[src/hw/rtl/path_glob_substring_filter_core_assert.svh]
// Assertion macros shared by the path glob / substring filter RTL.
// No dependencies; the clocked forms expect signals named clk and rst in scope.
`ifndef PATH_GLOB_SUBSTRING_FILTER_CORE_ASSERT_SVH
`define PATH_GLOB_SUBSTRING_FILTER_CORE_ASSERT_SVH

`ifndef SYNTHESIS
`define PGSF_ASSERT(lbl, expr, msg) \
  lbl: assert property (@(posedge clk) disable iff (rst) (expr)) else $error(msg);
`define PGSF_ASSERT_NEXT(lbl, ante, cons, msg) \
  lbl: assert property (@(posedge clk) disable iff (rst) (ante) |=> (cons)) else $error(msg);
`else
`define PGSF_ASSERT(lbl, expr, msg)
`define PGSF_ASSERT_NEXT(lbl, ante, cons, msg)
`endif

`endif

[src/hw/rtl/pgsf_pkg.sv]
// Shared constants, types and helpers for the path glob / substring filter.
// Used by every module of the block; no dependencies of its own.
package pgsf_pkg;

  localparam int MAX_PATTERN = 32;
  localparam int COUNT_BITS  = 16;
  localparam int LEN_W       = $clog2(MAX_PATTERN + 1);
  localparam int CLOS_STEPS  = $clog2(MAX_PATTERN + 1);
  localparam int PAT_REGS    = 4;
  localparam int PAT_BITS    = PAT_REGS * 64;
  localparam int CFG_LEN_W   = 6;
  localparam int OUT_CNT_W   = 16;
  localparam int S_TDATA_W   = 8;
  localparam int M_TDATA_W   = 40;

  localparam int Q_DEPTH     = 4;
  localparam int Q_PTR_W     = $clog2(Q_DEPTH);
  localparam int Q_CNT_W     = $clog2(Q_DEPTH + 1);

  localparam logic [7:0] STAR_CHAR      = 8'h2A;
  localparam logic [7:0] QMARK_CHAR     = 8'h3F;
  localparam logic [7:0] BACKSLASH_CHAR = 8'h5C;

  localparam logic [2:0] CFG_PAT0   = 3'd0;
  localparam logic [2:0] CFG_PAT1   = 3'd1;
  localparam logic [2:0] CFG_PAT2   = 3'd2;
  localparam logic [2:0] CFG_PAT3   = 3'd3;
  localparam logic [2:0] CFG_LENGTH = 3'd4;
  localparam logic [2:0] CFG_SCOPE  = 3'd5;

  typedef struct packed {
    logic [PAT_BITS-1:0]  pattern;
    logic [CFG_LEN_W-1:0] length;
    logic                 scope_name;
  } cfg_t;

  // one classified path byte on its way from front to back
  typedef struct packed {
    logic [7:0] ch_fold;
    logic       restart;
    logic       last;
    logic       fin;
  } q_entry_t;

  function automatic logic [7:0] fold_char(input logic [7:0] c);
    fold_char = (c >= 8'h41 && c <= 8'h5A) ? c + 8'h20 : c;
  endfunction

  // Star closure: position i+1 becomes live when i is live and holds '*'.
  // Parallel prefix form, log2 steps.
  function automatic logic [MAX_PATTERN:0] star_close(input logic [MAX_PATTERN:0] s,
                                                      input logic [MAX_PATTERN-1:0] star);
    logic [MAX_PATTERN:0] g;
    logic [MAX_PATTERN:0] p;
    g = s;
    p = {star, 1'b0};
    for (int j = 0; j < CLOS_STEPS; j++) begin
      g = g | (p & (g << (1 << j)));
      p = p & (p << (1 << j));
    end
    star_close = g;
  endfunction

endpackage

[src/hw/rtl/pgsf_front.sv]
// Front end: folds each path byte and flags name-scope restarts.
// Depends on pgsf_pkg.
module pgsf_front
  import pgsf_pkg::*;
(
  input  logic [7:0] character,
  input  logic       last_char,
  input  logic       final_path,
  input  logic       scope_name,
  output q_entry_t   entry
);

  always_comb begin
    entry.ch_fold = fold_char(character);
    entry.restart = scope_name && (character == BACKSLASH_CHAR);
    entry.last    = last_char;
    entry.fin     = final_path;
  end

endmodule

[src/hw/rtl/pgsf_queue.sv]
// Short FIFO between front end and match engine.
// Depends on pgsf_pkg and the assertion macro header.
`include "path_glob_substring_filter_core_assert.svh"

module pgsf_queue
  import pgsf_pkg::*;
(
  input  logic     clk,
  input  logic     rst,
  input  logic     in_valid,
  output logic     in_ready,
  input  q_entry_t in_data,
  output logic     out_valid,
  input  logic     out_ready,
  output q_entry_t out_data
);

  q_entry_t               mem [Q_DEPTH];
  logic [Q_PTR_W-1:0]     wr_ptr;
  logic [Q_PTR_W-1:0]     rd_ptr;
  logic [Q_CNT_W-1:0]     count;
  logic                   push;
  logic                   pop;

  assign in_ready  = (count != Q_CNT_W'(Q_DEPTH));
  assign out_valid = (count != '0);
  assign push      = in_valid && in_ready;
  assign pop       = out_valid && out_ready;
  assign out_data  = mem[rd_ptr];

  always_ff @(posedge clk) begin
    if (push) begin
      mem[wr_ptr] <= in_data;
    end
  end

  always_ff @(posedge clk) begin
    if (rst) begin
      wr_ptr <= '0;
      rd_ptr <= '0;
      count  <= '0;
    end else begin
      if (push) wr_ptr <= (wr_ptr == Q_PTR_W'(Q_DEPTH - 1)) ? '0 : wr_ptr + 1'b1;
      if (pop)  rd_ptr <= (rd_ptr == Q_PTR_W'(Q_DEPTH - 1)) ? '0 : rd_ptr + 1'b1;
      case ({push, pop})
        2'b10:   count <= count + 1'b1;
        2'b01:   count <= count - 1'b1;
        default: count <= count;
      endcase
    end
  end

  `PGSF_ASSERT(a_cnt_bound, count <= Q_CNT_W'(Q_DEPTH), "queue count over depth")
  `PGSF_ASSERT_NEXT(a_push_only, push && !pop, count == $past(count) + 1'b1, "push lost")
  `PGSF_ASSERT_NEXT(a_pop_only, pop && !push, count == $past(count) - 1'b1, "pop lost")
  `PGSF_ASSERT(a_ptr_sync, (count == '0 || count == Q_CNT_W'(Q_DEPTH)) == (wr_ptr == rd_ptr),
               "pointers disagree with count")

endmodule

[src/hw/rtl/pgsf_back.sv]
// Match engine: glob NFA and shift-and substring search, counters, result register.
// Depends on pgsf_pkg.
module pgsf_back
  import pgsf_pkg::*;
(
  input  logic                 clk,
  input  logic                 rst,
  input  cfg_t                 cfg,
  input  logic                 cfg_we,
  input  logic                 q_valid,
  output logic                 q_ready,
  input  q_entry_t             q_data,
  output logic                 m_tvalid,
  input  logic                 m_tready,
  output logic [M_TDATA_W-1:0] m_tdata,
  output logic                 m_tlast
);

  logic [CFG_LEN_W-1:0]   len_clamp;
  logic [LEN_W-1:0]       eff_len;
  logic [MAX_PATTERN-1:0] in_use, is_star, is_q, eq, step_mask, last_mask;
  logic [MAX_PATTERN:0]   len_mask;
  logic                   wild;

  logic [MAX_PATTERN:0]   init_closed, cur, ns, glob_new, glob_final;
  logic [MAX_PATTERN:0]   win_shift;
  logic [MAX_PATTERN-1:0] win_cur, win_new;
  logic                   found_new, found_final, matched;

  // per-path state; fresh marks the reset state so payload needs no clear
  logic                   fresh;
  logic [MAX_PATTERN:0]   glob;
  logic [MAX_PATTERN-1:0] win;
  logic                   found;

  logic [COUNT_BITS-1:0]  path_cnt, match_cnt, match_inc;
  logic                   pop;

  always_comb begin
    len_clamp = (cfg.length > CFG_LEN_W'(MAX_PATTERN)) ? CFG_LEN_W'(MAX_PATTERN) : cfg.length;
    eff_len   = len_clamp[LEN_W-1:0];
    for (int i = 0; i < MAX_PATTERN; i++) begin
      in_use[i]    = (i < int'(eff_len));
      is_star[i]   = in_use[i] && (cfg.pattern[8*i +: 8] == STAR_CHAR);
      is_q[i]      = in_use[i] && (cfg.pattern[8*i +: 8] == QMARK_CHAR);
      eq[i]        = in_use[i] && (fold_char(cfg.pattern[8*i +: 8]) == q_data.ch_fold);
      last_mask[i] = (i + 1 == int'(eff_len));
    end
    for (int i = 0; i <= MAX_PATTERN; i++) begin
      len_mask[i] = (i == int'(eff_len));
    end
    wild      = |(is_star | is_q);
    step_mask = (is_q | eq) & ~is_star;

    init_closed = star_close({{MAX_PATTERN{1'b0}}, 1'b1}, is_star);
    cur         = fresh ? init_closed : glob;
    ns          = {1'b0, cur[MAX_PATTERN-1:0] & is_star}
                | {cur[MAX_PATTERN-1:0] & step_mask, 1'b0};
    glob_new    = star_close(ns, is_star);

    win_cur   = fresh ? '0 : win;
    win_shift = {win_cur, 1'b1};
    win_new   = win_shift[MAX_PATTERN-1:0] & eq;
    found_new = (!fresh && found) || (|(win_new & last_mask));

    // a restart byte leaves the path in its reset state
    glob_final  = q_data.restart ? init_closed : glob_new;
    found_final = q_data.restart ? 1'b0 : found_new;

    if (eff_len == '0)  matched = 1'b1;
    else if (wild)      matched = |(glob_final & len_mask);
    else                matched = found_final;

    match_inc = (matched && match_cnt != '1) ? match_cnt + 1'b1 : match_cnt;
  end

  // non-final bytes never wait on the output side
  assign q_ready = !q_data.last || !m_tvalid || m_tready;
  assign pop     = q_valid && q_ready;

  always_ff @(posedge clk) begin
    if (pop && !q_data.restart && !q_data.last) begin
      glob  <= glob_new;
      win   <= win_new;
      found <= found_new;
    end
  end

  always_ff @(posedge clk) begin
    if (rst) begin
      fresh     <= 1'b1;
      path_cnt  <= '0;
      match_cnt <= '0;
      m_tvalid  <= 1'b0;
    end else begin
      if (cfg_we) begin
        fresh <= 1'b1;
      end else if (pop) begin
        fresh <= q_data.restart || q_data.last;
      end
      if (pop && q_data.last) begin
        m_tvalid  <= 1'b1;
        path_cnt  <= q_data.fin ? '0 : ((path_cnt != '1) ? path_cnt + 1'b1 : path_cnt);
        match_cnt <= q_data.fin ? '0 : match_inc;
      end else if (m_tready) begin
        m_tvalid <= 1'b0;
      end
    end
  end

  always_ff @(posedge clk) begin
    if (pop && q_data.last) begin
      m_tdata <= {{(M_TDATA_W - 2*OUT_CNT_W - 1){1'b0}},
                  OUT_CNT_W'(match_inc), OUT_CNT_W'(path_cnt), matched};
      m_tlast <= q_data.fin;
    end
  end

endmodule

[src/hw/rtl/path_glob_substring_filter_core.sv]
// Top level of the path glob / substring filter: configuration registers and wiring.
// Depends on pgsf_pkg, pgsf_front, pgsf_queue and pgsf_back.
//
// Path bytes stream in one per cycle and each path yields one result on its last
// byte. A pattern holding '*' or '?' is an anchored, case-insensitive glob; any
// other pattern is a case-insensitive substring search; an empty pattern matches
// all. The match engine updates every pattern position in parallel, so the block
// sustains one byte per clock unless a last byte waits on a held result. Bytes pass
// the four-entry queue and the result register. Results hold in the output register
// while new bytes keep flowing into the queue. Write configuration only when idle.
module path_glob_substring_filter_core
  import pgsf_pkg::*;
(
  input  logic                 clk,
  input  logic                 rst,
  // configuration write port
  input  logic                 cfg_we,
  input  logic [2:0]           cfg_index,
  input  logic [63:0]          cfg_data,
  // path byte stream
  input  logic                 s_tvalid,
  output logic                 s_tready,
  input  logic [S_TDATA_W-1:0] s_tdata,   // [7:0] character
  input  logic                 s_tlast,   // last_char
  input  logic [0:0]           s_tuser,   // [0] final_path
  // result stream
  output logic                 m_tvalid,
  input  logic                 m_tready,
  output logic [M_TDATA_W-1:0] m_tdata,   // [0] matched, [16:1] path_index,
                                          // [32:17] match_total, [39:33] zero
  output logic                 m_tlast    // list_done
);

  logic [PAT_REGS-1:0][63:0] pattern;
  logic [CFG_LEN_W-1:0]      length;
  logic                      scope_name;
  cfg_t                      cfg;

  q_entry_t                  f_entry;
  q_entry_t                  q_data;
  logic                      q_valid;
  logic                      q_ready;

  always_ff @(posedge clk) begin
    if (rst) begin
      pattern    <= '0;
      length     <= '0;
      scope_name <= 1'b1;
    end else if (cfg_we) begin
      unique case (cfg_index) inside
        CFG_PAT0, CFG_PAT1, CFG_PAT2, CFG_PAT3: pattern[cfg_index[1:0]] <= cfg_data;
        CFG_LENGTH: length     <= cfg_data[CFG_LEN_W-1:0];
        CFG_SCOPE:  scope_name <= cfg_data[0];
        default: ;
      endcase
    end
  end

  assign cfg.pattern    = pattern;
  assign cfg.length     = length;
  assign cfg.scope_name = scope_name;

  pgsf_front u_front (
    .character  (s_tdata),
    .last_char  (s_tlast),
    .final_path (s_tuser[0]),
    .scope_name (scope_name),
    .entry      (f_entry)
  );

  pgsf_queue u_queue (
    .clk       (clk),
    .rst       (rst),
    .in_valid  (s_tvalid),
    .in_ready  (s_tready),
    .in_data   (f_entry),
    .out_valid (q_valid),
    .out_ready (q_ready),
    .out_data  (q_data)
  );

  pgsf_back u_back (
    .clk      (clk),
    .rst      (rst),
    .cfg      (cfg),
    .cfg_we   (cfg_we),
    .q_valid  (q_valid),
    .q_ready  (q_ready),
    .q_data   (q_data),
    .m_tvalid (m_tvalid),
    .m_tready (m_tready),
    .m_tdata  (m_tdata),
    .m_tlast  (m_tlast)
  );

endmodule

[config.mk]
export PLATFORM = sky130hd
export DESIGN_NAME = path_glob_substring_filter_core
export DESIGN_NICKNAME = d
export VERILOG_FILES = /design/src/hw/rtl/pgsf_pkg.sv /design/src/hw/rtl/pgsf_front.sv /design/src/hw/rtl/pgsf_queue.sv /design/src/hw/rtl/pgsf_back.sv /design/src/hw/rtl/path_glob_substring_filter_core.sv
export VERILOG_INCLUDE_DIRS = /design/src /design/src/hw/rtl
export SDC_FILE = /design/constraint.sdc
export NUM_CORES = 2
export LEC_CHECK = 0
export ABC_AREA = 1
export BUFFER_PORTS_ARGS = -buffer_cell sky130_fd_sc_hd__clkbuf_2
export CAP_MARGIN = 10
export CORE_MARGIN = 3
export CORE_UTILIZATION = 45
export CTS_CLUSTER_DIAMETER = 150
export DETAILED_ROUTE_END_ITERATION = 16
export GPL_TIMING_DRIVEN = 0
export PLACE_DENSITY = 0.58
export SYNTH_ARGS = -nofsm -noshare
export SYNTH_HDL_FRONTEND = slang
export SYNTH_SLANG_ARGS = --single-unit
[constraint.sdc]
create_clock -name clk -period 8.4 [get_ports clk]
set_clock_uncertainty 0.1 [all_clocks]
set_input_delay 2.52 -clock clk [delete_from_list [all_inputs] [get_ports clk]]
set_output_delay 2.52 -clock clk [all_outputs]
set_load 0.02 [all_outputs]
==> metrics.yaml <==
outcome:
  status: "finished, violations left"
  violations: "max-capacitance violations, max-slew violations"
layout:
  nFillCells: 7232
  area_growth_syn_to_layout_pct: 11.9
  drive_gt1_share_pct: 7.48
  fin_nets: 5336
  final_common_cell: "nand2_1"
  layout_common_cells: "nand2_1 (1401), nor2_1 (594), inv_1 (556)"
clock_network:
  clock-sinks: 448
  cts_buffer_depth: 3
  cts_hold_buf: 0
  clock_latency_ns: 0.64
  cts_setup_buffers: 0
  cts_tree: "done"
  clock-root-buffer: "clkbuf_16"
  cts_resized: 0
  path_clk_slew_ns: 0.06
  cts_made_buffers: 54
  cts-htree-levels: 2
timing:
  slew_headroom_pct: -1.30
  period_minus_slack_ns: 6.63
  fin_crit_sh_pct: 78.9
  rsz0062_at_grt: "no"
  finalMaxSlewViolations: 11
  hold_viol: 0
  fin_tns_setup_ns: 0
  hold_slack_ns: 0.360
  setup_viol: 0
  fmax_mhz: 151
  tightest_slew_ns: 1.52
floorplanning:
  core_um2: 69100
  dieWidth_um: 271
  initial_utilization_pct: 45.7
  die_area_um2: 73400
  die_height_um: 271
  io_pins: 125
  rows: 96
synth:
  ys_seq_area_share_pct: 32.9
  synthMuxAreaShare_pct: 0
  synth_top_family_by_area: "simple AND/OR/NAND/NOR gates"
  postSynthAreaPerCell_um2: 6.28
  synth-compound-area-share_pct: 12.9
  synthFlopType: "dfxtp_1"
  syn_inst: 5028
  synthXorXnorAreaFrac_pct: 2.61
  synth.distinct_cells: 68
  yosys.area_share.adder_pct: 1.69
  synth-edff-count: 142
  async_reset_ff_share_pct: 0
  synth_simple_gate_area_share_pct: 40.1
  syn-cell-area_um2: 31600
  synth_seq_cells: 448
  yosys_warnings: 0
grt:
  grt_pass1_vias: 33000
  grt_usage_pct: 41.9
  grt-ovfl-total: 0
  grt_pass1_wl_um: 225000
  grt_max_degree: 35
  antenna_found_initial: 5
detailed_routing:
  vias_per_cell: 5.93
  routedWlPerCell_um: 25.7
  first_pass_iters: 6
  drt.antenna.violating_nets: 0
  drt_wl_total_um: 159000
  vias: 36700
  drc: 0
  drt_iter0_markers: 4824
placed_design:
  place.gp.congestion: 1.07
  port_buffers: 117
  hpwl_um: 124000
pwr:
  ir_worst_vdd_uv: 268
  leakagePower_nw: 15.6
  p_per_area_nw_per_um2: 283
critical_path:
  crit_top_cell: "nand2_1"
  cp.required_ns: 8.69
  path_class: "flip-flop to flip-flop"
  crit_path_max_incr_delay_ns: 0.73
  worstSetupEndpointType: "flip-flop"
  cp_slowest_cell: "nand3_1"
  cp.arrival_ns: 6.92
  cp-start-kind: "flip-flop"
  crit_fanout: 10
hold_path:
  hold_path.class: "flip-flop to flip-flop"
run:
  max-cap-violations: 1
-- state kept, by name, summed over array words and instances (netlist names), 6 cells and up, named ones only --
register          count
u_back.win           31
u_queue.mem          44
u_back.glob          32
u_back.m_tdata       33
u_back.path_cnt      16
u_back.match_cnt     16
length                6
cfg                 256
-- worst paths after layout --
check,startpoint,to,slack (ns),cells after the start
min reg2reg,u_back.path_cnt[2],u_back.m_tdata[3],0.36,0
max,flip-flop,u_back.m_tdata[17],1.77,29
max reg2reg,flip-flop,u_back.m_tdata[17],1.77,29
min,u_back.path_cnt[2],u_back.m_tdata[3],0.36,0
-- synth_stat cells (10+ instances only) --
| library cell | instances | area (um^2) |
|---|---|---|
| nand3b_1 | 19 | 143 |
| nor3_1 | 98 | 490 |
| buf_4 | 27 | 203 |
| xor2_1 | 89 | 780 |
| ha_1 | 41 | 513 |
| clkbuf_1 | 105 | 394 |
| a21oi_1 | 345 | 1730 |
| dfxtp_1 | 306 | 6130 |
| nor4_1 | 40 | 250 |
| nand2_1 | 1401 | 5260 |
| nand2_2 | 21 | 131 |
| nor2_1 | 596 | 2240 |
| inv_2 | 29 | 109 |
| edfxtp_1 | 142 | 4260 |
| o21ai_0 | 332 | 1660 |
| nand3_1 | 505 | 2530 |
| nand4_1 | 159 | 995 |
| nand3_2 | 17 | 170 |
| and2_1 | 14 | 87.6 |
| buf_2 | 26 | 130 |
| o21ai_1 | 12 | 60.1 |
| inv_1 | 556 | 2090 |
| buf_6 | 10 | 113 |
| nor2_2 | 16 | 100 |
-- power breakdown --
group / switching, mW / internal, mW / leakage [nW]
combinational: 3.66 / 1.12 / 10.9
clock: 1.04 / 1.49 / 0.932
sequential: 0.124 / 2.56 / 3.83
total: 4.83 / 5.16 / 15.6
-- area by class of cell --
type                    instances  area [um^2]  area share, %
clock buffers                  82         1660           4.70
repair buffers                122          661           1.87
flip-flops and latches        448        10400           29.4
plain buffers                 174          862           2.44
well taps                     931         1160           3.30
clock inverters                19          226          0.641
diodes                          6         15.0         0.0425
inverters                     591         2220           6.29
multi-input cells            3821        18100           51.3
-- stage by stage --
step	area, um^2	std cells	power (mW)	util [%]	worst slack (ns)
3_3_place_gp	33300	6082	7.25	48.3	0.298
3_5_place_dp	33400	6087	7.28	48.4	2.28
5_1_grt	35300	6188	10.3	51.1	1.73
4_1_cts	35300	6188	9.78	51.1	2.26
6_report	35300	6194	10.0	51.2	1.77
2_1_floorplan	31600	5034	5.30	-	2.33
-- metal layers --
metal  global-route usage (%)  vias up  wire length (um)
li1                         -    17000                 -
met1                     55.7    17000             63700
met2                     60.8     2267             64300
met3                     12.1      547             19900
met4                     23.7        0             11100
met5                        0        -                 0
-- worst max-delay path, delay by kind of cell (launching register included) --
family / cells / cell delay (ns)
flops: 1 / 0.42
simple gates: 23 / 4.01
buf+inv: 5 / 1.30
compound gates: 1 / 0.49
-- logic make-up after synthesis --
kind of cell | after synthesis
other | 1
DFF | 448
buffers and inverters | 765
adders and majority gates | 42
and+or+nand+nor | 2914
xor gates and xnor gates | 94
AOI/OAI and AO/OA | 764
No activity file was read; power rests on OpenSTA's default activity.
